## src/rtl/wsd_pkg.sv

```systemverilog
// Shared types and constants for the WebSocket frame deframer.
// Depends on nothing; used by every module of the block except wsd_in_reg.
`default_nettype none

package wsd_pkg;

  // Parse phases
  typedef enum logic [2:0] {
    PH_HDR0   = 3'd0,
    PH_HDR1   = 3'd1,
    PH_EXT    = 3'd2,
    PH_MASK   = 3'd3,
    PH_PAY    = 3'd4,
    PH_CLOSED = 3'd5
  } phase_t;

  // Result kinds, plus the internal drop class
  localparam logic [2:0] KIND_TEXT      = 3'd0;
  localparam logic [2:0] KIND_BINARY    = 3'd1;
  localparam logic [2:0] KIND_PING      = 3'd2;
  localparam logic [2:0] KIND_CLOSE     = 3'd3;
  localparam logic [2:0] KIND_PROTO_ERR = 3'd4;
  localparam logic [2:0] KIND_TOO_LARGE = 3'd5;
  localparam logic [2:0] CLS_DROP       = 3'd6;

  // Opcodes
  localparam logic [3:0] OP_CONT     = 4'h0;
  localparam logic [3:0] OP_TEXT     = 4'h1;
  localparam logic [3:0] OP_BIN      = 4'h2;
  localparam logic [3:0] OP_SHUTDOWN = 4'h8;
  localparam logic [3:0] OP_PING     = 4'h9;
  localparam logic [3:0] OP_PONG     = 4'hA;

  // Open message type
  localparam logic [1:0] MT_NONE = 2'd0;
  localparam logic [1:0] MT_TEXT = 2'd1;
  localparam logic [1:0] MT_BIN  = 2'd2;

  // Header length codes
  localparam logic [6:0] LEN7_EXT16 = 7'd126;
  localparam logic [6:0] LEN7_EXT64 = 7'd127;

  localparam logic [31:0] MAX_PAYLOAD_RESET = 32'd33554432;

  typedef struct packed {
    logic [2:0] kind;
    logic [7:0] data_byte;
    logic       has_byte;
    logic       message_start;
    logic       frame_last;
    logic       message_last;
  } wsd_result_t;

endpackage

`default_nettype wire

```

## src/rtl/wsd_in_reg.sv

```systemverilog
// Input register stage: holds one received byte until the parser takes it.
// Depends on nothing; the top level drives take from the parser's fire.
`default_nettype none

module wsd_in_reg (
  input  wire logic       clk,
  input  wire logic       rst_n,
  input  wire logic       in_valid,
  output logic            in_ready,
  input  wire logic [7:0] in_rx_byte,
  input  wire logic       take,
  output logic            byte_valid,
  output logic [7:0]      byte_data
);

  logic       valid_r, valid_nxt;
  logic [7:0] byte_r;

  assign in_ready   = !valid_r || take;
  assign byte_valid = valid_r;
  assign byte_data  = byte_r;

  always_comb begin
    valid_nxt = valid_r;
    if (in_valid && in_ready) begin
      valid_nxt = 1'b1;
    end else if (take) begin
      valid_nxt = 1'b0;
    end
  end

  always_ff @(posedge clk) begin
    if (!rst_n) begin
      valid_r <= 1'b0;
    end else begin
      valid_r <= valid_nxt;
    end
  end

  always_ff @(posedge clk) begin
    if (in_valid && in_ready) begin
      byte_r <= in_rx_byte;
    end
  end

endmodule

`default_nettype wire

```

## src/rtl/wsd_parser.sv

```systemverilog
// Frame parser: header, extended length, mask key and payload state plus
// the combinational result logic. Depends on wsd_pkg.
`default_nettype none

module wsd_parser #(
  parameter int LENGTH_WIDTH = 64
) (
  input  wire logic               clk,
  input  wire logic               rst_n,
  input  wire logic               fire,
  input  wire logic [7:0]         rx_byte,
  input  wire logic [31:0]        max_payload_len,
  output logic                    res_valid,
  output wsd_pkg::wsd_result_t    res
);
  import wsd_pkg::*;

  localparam int LW    = LENGTH_WIDTH;
  localparam int CMP_W = (LW > 32) ? LW : 32;

  phase_t          phase_r, phase_nxt;
  logic            fin_r, fin_nxt;
  logic [3:0]      op_r, op_nxt;
  logic            masked_r, masked_nxt;
  logic [LW-1:0]   len_r, len_nxt;
  logic [3:0]      ext_left_r, ext_left_nxt;
  logic [31:0]     key_r, key_nxt;
  logic [1:0]      mpos_r, mpos_nxt;
  logic [1:0]      mtype_r, mtype_nxt;
  logic            frp_r, frp_nxt;

  logic [2:0]      cls;
  logic            end_hdr, end_frm, last, frp_hdr;
  logic [7:0]      key_byte;
  logic [CMP_W-1:0] max_cmp;

  // Class of the current frame from registered opcode and open message
  always_comb begin
    unique case (op_r)
      OP_CONT: begin
        if (mtype_r == MT_TEXT) begin
          cls = KIND_TEXT;
        end else if (mtype_r == MT_BIN) begin
          cls = KIND_BINARY;
        end else begin
          cls = CLS_DROP;
        end
      end
      OP_TEXT:     cls = KIND_TEXT;
      OP_BIN:      cls = KIND_BINARY;
      OP_SHUTDOWN: cls = KIND_CLOSE;
      OP_PING:     cls = KIND_PING;
      OP_PONG:     cls = CLS_DROP;
      default:     cls = KIND_PROTO_ERR;
    endcase
  end

  always_comb begin
    unique case (mpos_r)
      2'd0:    key_byte = key_r[31:24];
      2'd1:    key_byte = key_r[23:16];
      2'd2:    key_byte = key_r[15:8];
      default: key_byte = key_r[7:0];
    endcase
  end

  assign max_cmp = CMP_W'(max_payload_len);
  assign frp_hdr = (op_r == OP_TEXT) || (op_r == OP_BIN) ||
                   (op_r == OP_SHUTDOWN) || (op_r == OP_PING);

  always_comb begin
    phase_nxt    = phase_r;
    fin_nxt      = fin_r;
    op_nxt       = op_r;
    masked_nxt   = masked_r;
    len_nxt      = len_r;
    ext_left_nxt = ext_left_r;
    key_nxt      = key_r;
    mpos_nxt     = mpos_r;
    mtype_nxt    = mtype_r;
    frp_nxt      = frp_r;
    end_hdr      = 1'b0;
    end_frm      = 1'b0;
    last         = 1'b0;
    res_valid    = 1'b0;
    res          = '0;

    unique case (phase_r)
      PH_HDR0: begin
        fin_nxt   = rx_byte[7];
        op_nxt    = rx_byte[3:0];
        phase_nxt = PH_HDR1;
      end
      PH_HDR1: begin
        masked_nxt = rx_byte[7];
        key_nxt    = '0;
        mpos_nxt   = '0;
        if (rx_byte[6:0] == LEN7_EXT16 || rx_byte[6:0] == LEN7_EXT64) begin
          ext_left_nxt = (rx_byte[6:0] == LEN7_EXT16) ? 4'd2 : 4'd8;
          len_nxt      = '0;
          phase_nxt    = PH_EXT;
        end else begin
          len_nxt = LW'(rx_byte[6:0]);
          if (rx_byte[7]) begin
            phase_nxt = PH_MASK;
          end else begin
            end_hdr = 1'b1;
          end
        end
      end
      PH_EXT: begin
        // saturate once the top byte would shift out
        if (len_r[LW-1 -: 8] != '0) begin
          len_nxt = '1;
        end else begin
          len_nxt = {len_r[LW-9:0], rx_byte};
        end
        ext_left_nxt = ext_left_r - 4'd1;
        if (ext_left_nxt == '0) begin
          if (masked_r) begin
            phase_nxt = PH_MASK;
          end else begin
            end_hdr = 1'b1;
          end
        end
      end
      PH_MASK: begin
        key_nxt = {key_r[23:0], rx_byte};
        if (mpos_r != 2'd3) begin
          mpos_nxt = mpos_r + 2'd1;
        end else begin
          end_hdr = 1'b1;
        end
      end
      PH_PAY: begin
        mpos_nxt = mpos_r + 2'd1;
        len_nxt  = len_r - LW'(1);
        last     = (len_r == LW'(1));
        if (cls < KIND_PROTO_ERR) begin
          res_valid = 1'b1;
          res       = '{kind: cls, data_byte: rx_byte ^ key_byte, has_byte: 1'b1,
                        message_start: frp_r, frame_last: last,
                        message_last: last & fin_r};
          frp_nxt   = 1'b0;
        end
        end_frm = last;
      end
      default: begin
        // closed: ignore
      end
    endcase

    if (end_hdr) begin
      if (CMP_W'(len_nxt) > max_cmp) begin
        phase_nxt = PH_CLOSED;
        res_valid = 1'b1;
        res       = '{kind: KIND_TOO_LARGE, data_byte: 8'h00, has_byte: 1'b0,
                      message_start: 1'b1, frame_last: 1'b1, message_last: 1'b1};
      end else begin
        if (op_r == OP_TEXT || op_r == OP_BIN) begin
          mtype_nxt = fin_r ? MT_NONE : op_r[1:0];
        end
        frp_nxt  = frp_hdr;
        mpos_nxt = '0;
        if (len_nxt != '0) begin
          phase_nxt = PH_PAY;
        end else begin
          if (cls < KIND_PROTO_ERR) begin
            res_valid = 1'b1;
            res       = '{kind: cls, data_byte: 8'h00, has_byte: 1'b0,
                          message_start: frp_hdr, frame_last: 1'b1,
                          message_last: fin_r};
            frp_nxt   = 1'b0;
          end
          end_frm = 1'b1;
        end
      end
    end

    if (end_frm) begin
      if (cls == KIND_PROTO_ERR) begin
        phase_nxt = PH_CLOSED;
        res_valid = 1'b1;
        res       = '{kind: KIND_PROTO_ERR, data_byte: 8'h00, has_byte: 1'b0,
                      message_start: 1'b1, frame_last: 1'b1, message_last: 1'b1};
      end else begin
        if (op_r == OP_CONT && fin_r) begin
          mtype_nxt = MT_NONE;
        end
        phase_nxt = (op_r == OP_SHUTDOWN) ? PH_CLOSED : PH_HDR0;
      end
    end
  end

  always_ff @(posedge clk) begin
    if (!rst_n) begin
      phase_r    <= PH_HDR0;
      fin_r      <= 1'b0;
      op_r       <= OP_CONT;
      masked_r   <= 1'b0;
      len_r      <= '0;
      ext_left_r <= '0;
      key_r      <= '0;
      mpos_r     <= '0;
      mtype_r    <= MT_NONE;
      frp_r      <= 1'b0;
    end else if (fire) begin
      phase_r    <= phase_nxt;
      fin_r      <= fin_nxt;
      op_r       <= op_nxt;
      masked_r   <= masked_nxt;
      len_r      <= len_nxt;
      ext_left_r <= ext_left_nxt;
      key_r      <= key_nxt;
      mpos_r     <= mpos_nxt;
      mtype_r    <= mtype_nxt;
      frp_r      <= frp_nxt;
    end
  end

endmodule

`default_nettype wire

```

## src/rtl/wsd_out_reg.sv

```systemverilog
// Result register: holds one result until the receiver takes it.
// Depends on wsd_pkg for the result struct.
`default_nettype none

module wsd_out_reg (
  input  wire logic                 clk,
  input  wire logic                 rst_n,
  input  wire logic                 load,
  input  wire logic                 load_valid,
  input  wire wsd_pkg::wsd_result_t load_res,
  output logic                      free,
  output logic                      out_valid,
  input  wire logic                 out_ready,
  output wsd_pkg::wsd_result_t      out_res
);
  import wsd_pkg::*;

  logic        valid_r, valid_nxt;
  wsd_result_t res_r;

  assign free      = !valid_r || out_ready;
  assign out_valid = valid_r;
  assign out_res   = res_r;

  always_comb begin
    valid_nxt = valid_r;
    if (load) begin
      valid_nxt = load_valid;
    end else if (out_ready) begin
      valid_nxt = 1'b0;
    end
  end

  always_ff @(posedge clk) begin
    if (!rst_n) begin
      valid_r <= 1'b0;
    end else begin
      valid_r <= valid_nxt;
    end
  end

  always_ff @(posedge clk) begin
    if (load && load_valid) begin
      res_r <= load_res;
    end
  end

endmodule

`default_nettype wire

```

## src/rtl/websocket_frame_deframer.sv

```systemverilog
// WebSocket receive-side frame deframer, top level.
// Depends on wsd_pkg, wsd_in_reg, wsd_parser and wsd_out_reg.
//
// Usage:
// - in_*: one received byte per request (in_rx_byte), valid/ready.
// - out_*: zero or one result per byte: kind, unmasked data_byte, has_byte,
//   message_start, frame_last, message_last; valid/ready.
// - cfg_*: writes max_payload_len (reset 32 MiB); cfg_ready is always high.
//   Write only while the block is idle.
// - Path: an accepted byte waits in the input register and is parsed, with
//   any result loaded into the output register, whenever the output
//   register is free.
// - Throughput: one byte per cycle while out_ready keeps up; the header,
//   length, mask and payload state update in the single parser stage
//   between the input and result registers.
// - Stall: while a result waits on out_ready, one more byte is still taken
//   into the input register; then in_ready drops until the result leaves.
// - Reset (rst_n low, synchronous): parser waits for the first header byte,
//   no message open, both stages empty, max_payload_len back to default.
// - After a close frame or an error result all further bytes are taken and
//   ignored until reset.
`default_nettype none

module websocket_frame_deframer #(
  parameter int LENGTH_WIDTH = 64
) (
  input  wire logic        clk,
  input  wire logic        rst_n,
  input  wire logic        in_valid,
  output logic             in_ready,
  input  wire logic [7:0]  in_rx_byte,
  output logic             out_valid,
  input  wire logic        out_ready,
  output logic [2:0]       out_kind,
  output logic [7:0]       out_data_byte,
  output logic             out_has_byte,
  output logic             out_message_start,
  output logic             out_frame_last,
  output logic             out_message_last,
  input  wire logic        cfg_valid,
  output logic             cfg_ready,
  input  wire logic [31:0] cfg_max_payload_len
);
  import wsd_pkg::*;

  logic [31:0] max_payload_r;
  logic        byte_valid, out_free, fire, res_valid;
  logic [7:0]  byte_data;
  wsd_result_t res, out_res;

  assign cfg_ready = 1'b1;

  always_ff @(posedge clk) begin
    if (!rst_n) begin
      max_payload_r <= MAX_PAYLOAD_RESET;
    end else if (cfg_valid && cfg_ready) begin
      max_payload_r <= cfg_max_payload_len;
    end
  end

  // A byte is parsed only when the result register can take its result.
  assign fire = byte_valid && out_free;

  wsd_in_reg u_in (
    .clk        (clk),
    .rst_n      (rst_n),
    .in_valid   (in_valid),
    .in_ready   (in_ready),
    .in_rx_byte (in_rx_byte),
    .take       (fire),
    .byte_valid (byte_valid),
    .byte_data  (byte_data)
  );

  wsd_parser #(
    .LENGTH_WIDTH (LENGTH_WIDTH)
  ) u_parser (
    .clk             (clk),
    .rst_n           (rst_n),
    .fire            (fire),
    .rx_byte         (byte_data),
    .max_payload_len (max_payload_r),
    .res_valid       (res_valid),
    .res             (res)
  );

  wsd_out_reg u_out (
    .clk        (clk),
    .rst_n      (rst_n),
    .load       (fire),
    .load_valid (res_valid),
    .load_res   (res),
    .free       (out_free),
    .out_valid  (out_valid),
    .out_ready  (out_ready),
    .out_res    (out_res)
  );

  assign out_kind          = out_res.kind;
  assign out_data_byte     = out_res.data_byte;
  assign out_has_byte      = out_res.has_byte;
  assign out_message_start = out_res.message_start;
  assign out_frame_last    = out_res.frame_last;
  assign out_message_last  = out_res.message_last;

`ifndef SYNTHESIS
  // Only defined kinds leave the block.
  a_kind_range: assert property (@(posedge clk) disable iff (!rst_n)
    out_valid |-> (out_kind <= KIND_TOO_LARGE))
    else $error("result kind out of range");

  // Error results carry no byte and end frame and message.
  a_err_shape: assert property (@(posedge clk) disable iff (!rst_n)
    out_valid && (out_kind == KIND_PROTO_ERR || out_kind == KIND_TOO_LARGE)
    |-> (!out_has_byte && out_message_start && out_frame_last && out_message_last))
    else $error("malformed error result");

  // message_last only on the last result of a frame.
  a_msg_last: assert property (@(posedge clk) disable iff (!rst_n)
    out_valid && out_message_last |-> out_frame_last)
    else $error("message_last without frame_last");

  // Once an error result is taken the block is closed and stays silent.
  a_closed: assert property (@(posedge clk) disable iff (!rst_n)
    out_valid && out_ready &&
    (out_kind == KIND_PROTO_ERR || out_kind == KIND_TOO_LARGE) |=> !out_valid)
    else $error("result after error");
`endif

endmodule

`default_nettype wire

```

## config.mk

```make
export PLATFORM = sky130hd
export DESIGN_NAME = websocket_frame_deframer
export DESIGN_NICKNAME = d
export VERILOG_FILES = /design/src/rtl/wsd_pkg.sv /design/src/rtl/wsd_in_reg.sv /design/src/rtl/wsd_parser.sv /design/src/rtl/wsd_out_reg.sv /design/src/rtl/websocket_frame_deframer.sv
export SDC_FILE = /design/constraint.sdc
export NUM_CORES = 1
export LEC_CHECK = 0
export BUFFER_PORTS_ARGS = -buffer_cell sky130_fd_sc_hd__buf_4
export CAP_MARGIN = 15
export CORE_AREA = 2 2 144 146
export CTS_BUF_LIST = sky130_fd_sc_hd__clkbuf_16
export DETAILED_ROUTE_END_ITERATION = 7
export DIE_AREA = 0 0 146 148
export PLACE_DENSITY = 0.77
export SLEW_MARGIN = 20
export SYNTH_ARGS = -nofsm -noshare
export SYNTH_HDL_FRONTEND = slang
export SYNTH_SLANG_ARGS = --single-unit
```

## constraint.sdc

```tcl
create_clock -name clk -period 7.2 [get_ports clk]
set_input_delay 0 -clock clk [delete_from_list [all_inputs] [get_ports clk]]
set_output_delay 0 -clock clk [all_outputs]
set_load 0.01 [all_outputs]
```

==> metrics.csv <==
metric,value,unit
routedWlPerCell,21.4,microns
postSynthCellCount,1571,
worst_ep_arrival_time,6.68,ns
final_min_period_over_clock_period,88.1,%
grt.overflow.total,0,
syn_nets,1660,
timing.critical_path.max_delay_family,simple AND/OR/NAND/NOR gates,
clock-root-buffer,clkbuf_16,
timing.slew.headroom,27.0,%
ios,63,
rr_startpoint,u_parser.phase_r[0]$_SDFFE_PN0P_,
die-area,21600,sq um
setup_viol_count_final,0,
coreArea,20000,sq um
slowest_stage,dfxtp_1,
drc_violations_left,7,
power.share.sequential,39.6,%
cp_cell_sequence,inv_1 -> nand2_1 -> buf_4 -> nor2_1 -> a221oi_1 -> inv_1 -> ha_1 -> nand4_1 -> or3_1 -> or3_1 -> o31ai_1 -> buf_4 -> and2_1 -> o22a_1 -> a31oi_1 -> dlygate4sd3_1,
postCtsSetupRepairBufs,0,
syn-cell-area,11800,sq um
finalWeightedCongestion,1.02,
totalNegativeSetupSlack,0,ns
unrepaired_setup_endpoints_after_global_routing,no,
multi_input_comb_area,7340,sq um
post_synth.cell_area_avg,7.49,sq um
number_of_enable_type_register_cells_in_the_synthesized_netlist,23,
critPathRequiredTime,7.53,ns
row_count,52,
synth.yosys.seq_area_share,31.1,%
power_density_over_the_cells,203,nW/um^2
achievable-frequency,0.158,GHz
worstHoldPathType,in -> reg,
ir_drop,155,uV
cp-start-kind,register,
drt_iter0_markers,1565,
floorplan.initialDensity,58.7,%
p_sw_share,36.3,%
worstPathBufferInverterCount,5,
drtAntennaViolNets,0,
register_area,3660,sq um
setup.worst_path.end,u_out.out_valid$_SDFFE_PN0P_,
worstSkewPairLatency,0.45,ns
asyncSetResetFlopFracSynth,0,%
failed_checks,DRC,
cts-buffers-inserted,17,
crit_cells,16,
regToRegSetupSlack,0.85,ns
dp_hpwl,27300,microns
ctsHoldBuffers,46,
n_antenna_cell,0,
synthesis.yosys.warnings,0,
synthToLayoutAreaGrowth,13.5,%
first_pass_grt_wire_length,62800,microns
endpoints_failing_hold,0,
grt_use_total,36.4,%
grt_antenna_before_repair,0,
die_w,146,microns
outcome,"finished, violations left",
vias_per_cell,6.72,
design.final.nets,1674,
dominantRegCellSynth,dfxtp_1,
power_frac_comb,24.0,%
ys_ff_latch,171,
drv.max_cap_violation_count,0,
die_height,148,microns
route.vias.total,12500,
fraction_of_layout_instances_using_a_drive_strength_above_1,10.1,%
net-switching-power,0.981,mW
clock_tree.htree_level_count,4,
timing.critical_path.slowest_cell_delay,0.89,ns
total_power,2.70,mW
skew,0.0158,ns
timing.critical_path.from,u_parser.phase_r[0]$_SDFFE_PN0P_,
tritoncts,done,
fillerInstances,1704,
grt_max_degree,90,
clkPwrFrac,36.5,%
wl,39900,microns
timing.critical_path.to_type,register,
grt_pass1_vias,11500,
cts_max_path_buffers,2,
rr_endpoint,u_out.out_valid$_SDFFE_PN0P_,
crit_type,reg -> reg,
finalWorstPathRequiredPeriod,6.35,ns
worst_slew_pin_slew,1.08,ns
r2r.worst_path.cells,16,
number_of_input_and_output_port_buffers_inserted,61,
final-max-slew-violation-count,0,
first_pass_iters,8,
power_leakage,5.04,nW
int_pwr,1.72,mW
critPathMaxFanout,25,
clkSinkCount,171,
path_clk_slew,0.08,ns
yosys.cell_types.count,87,
post_cts_resized,0,
[worst min-delay path by stage]
stage                       start                              to  slack (ns)  cells after the start
finish                  cfg_valid  max_payload_r[21]$_SDFFE_PN0P_        0.12                      3
global route            cfg_valid  max_payload_r[16]$_SDFFE_PN0P_        0.12                      3
CTS                     cfg_valid  max_payload_r[27]$_SDFFE_PN0P_        0.10                      3
detailed placement  in_rx_byte[1]     u_in.byte_data[1]$_DFFE_PP_        0.18                      1
global placement    in_rx_byte[5]     u_in.byte_data[5]$_DFFE_PP_        0.18                      1
floorplan           in_rx_byte[0]     u_in.byte_data[0]$_DFFE_PP_         0.1                      0
[tightest hold or removal path: stages]
cell	delay, ns
buf_4	0.28
mux2i_1	0.17
nor2_1	0.07
[power groups by stage]
stage | combinational [mW] | sequential (mW) | clock (mW)
after global routing | 0.696 | 1.07 | 1.03
after global placement | 0.598 | 1.09 | 0
final | 0.647 | 1.07 | 0.986
after detailed placement | 0.601 | 1.09 | 0
after floorplan | 0.447 | 1.04 | 0
after CTS | 0.624 | 1.06 | 0.996
[synth_stat cells, drive strengths merged (23+ instances only)]
cell | count | area (sq um)
nor2 | 182 | 683
nand2 | 150 | 566
dfxtp | 148 | 2960
clkbuf | 118 | 444
a21oi | 115 | 576
o21ai | 87 | 435
nand3 | 71 | 355
inv | 66 | 248
nor3 | 56 | 292
nor4 | 45 | 315
ha | 44 | 551
nand4 | 36 | 225
mux2i | 34 | 340
or4 | 27 | 206
a211oi | 26 | 195
buf | 23 | 101
edfxtp | 23 | 691
[layout by cell type (no fill, tap or decap), drive strengths merged, types with 11 or more instances in the layout]
master and n:
or4 27, or2 11, nand2b 11, and2 11, nor4 45, a211oi 26
inv 74, buf 90, o21a 12, nand4 36, nor2 182, edfxtp 23
xnor2 20, a31oi 20, ha 44, nand3 71, dfxtp 148, nor3 56
o21ai 87, dlygate4sd3 46, or3 15, clkbuf 17, a21oi 115, mux2i 34
nand2 150
[stage by stage]
step | util [%] | hold WS (ns) | std cells | area [sq um] | worst slack [ns]
after floorplan | - | 0.0989 | 1571 | 11800 | 1.60
after global placement | 61.1 | 0.179 | 1790 | 12300 | 1.35
after detailed placement | 61.1 | 0.179 | 1790 | 12300 | 1.24
after CTS | 66.6 | 0.100 | 1868 | 13300 | 1.06
after global routing | 66.6 | 0.119 | 1868 | 13300 | 0.504
final | 66.6 | 0.115 | 1868 | 13300 | 0.854
[routing by layer]
layer / part of all wire [%] / wire, microns / track usage [%]
met3: 9.8 / 3910 / 5.65
met5: 0 / 0 / 0
met4: 4.9 / 1970 / 19.0
met1: 41 / 16500 / 49.2
met2: 44 / 17600 / 56.3
[logic make-up (layout without fill, tap and decap cells)]
| group | after synthesis | count (layout) | share of synthesized area [%] |
|---|---|---|---|
| AO/OA/AOI/OAI | 410 | 410 | 23.3 |
| XOR/XNOR | 29 | 29 | 2.16 |
| adder cells (fa/ha/maj) | 47 | 47 | 4.94 |
| buffers and inverters | 207 | 234 | 6.74 |
| flip-flops | 171 | 171 | 31.1 |
| multiplexers | 36 | 36 | 3.09 |
| other | 1 | 1 | 0.0319 |
| AND/OR/NAND/NOR | 670 | 670 | 28.7 |
[layout make-up]
type | instances | area share, %
timing repair buffer | 136 | 8.51
multi-input combinational | 1193 | 55.0
inverter | 66 | 1.87
clock inverter | 15 | 1.55
tap | 270 | 2.53
clock buffer | 17 | 3.19
sequential | 171 | 27.4
[state kept, by name, summed over array words and instances, names as in the netlist, 2 cells and up]
| register | flops |
|---|---|
| max_payload_r | 32 |
| u_in.byte_data | 8 |
| u_out.out_res | 15 |
| u_parser.ext_left_r | 4 |
| u_parser.key_r | 32 |
| u_parser.len_r | 64 |
| u_parser.mpos_r | 2 |
| u_parser.mtype_r | 2 |
| u_parser.op_r | 4 |
| u_parser.phase_r | 3 |
Note: power is estimated with default switching activity, not from simulation.
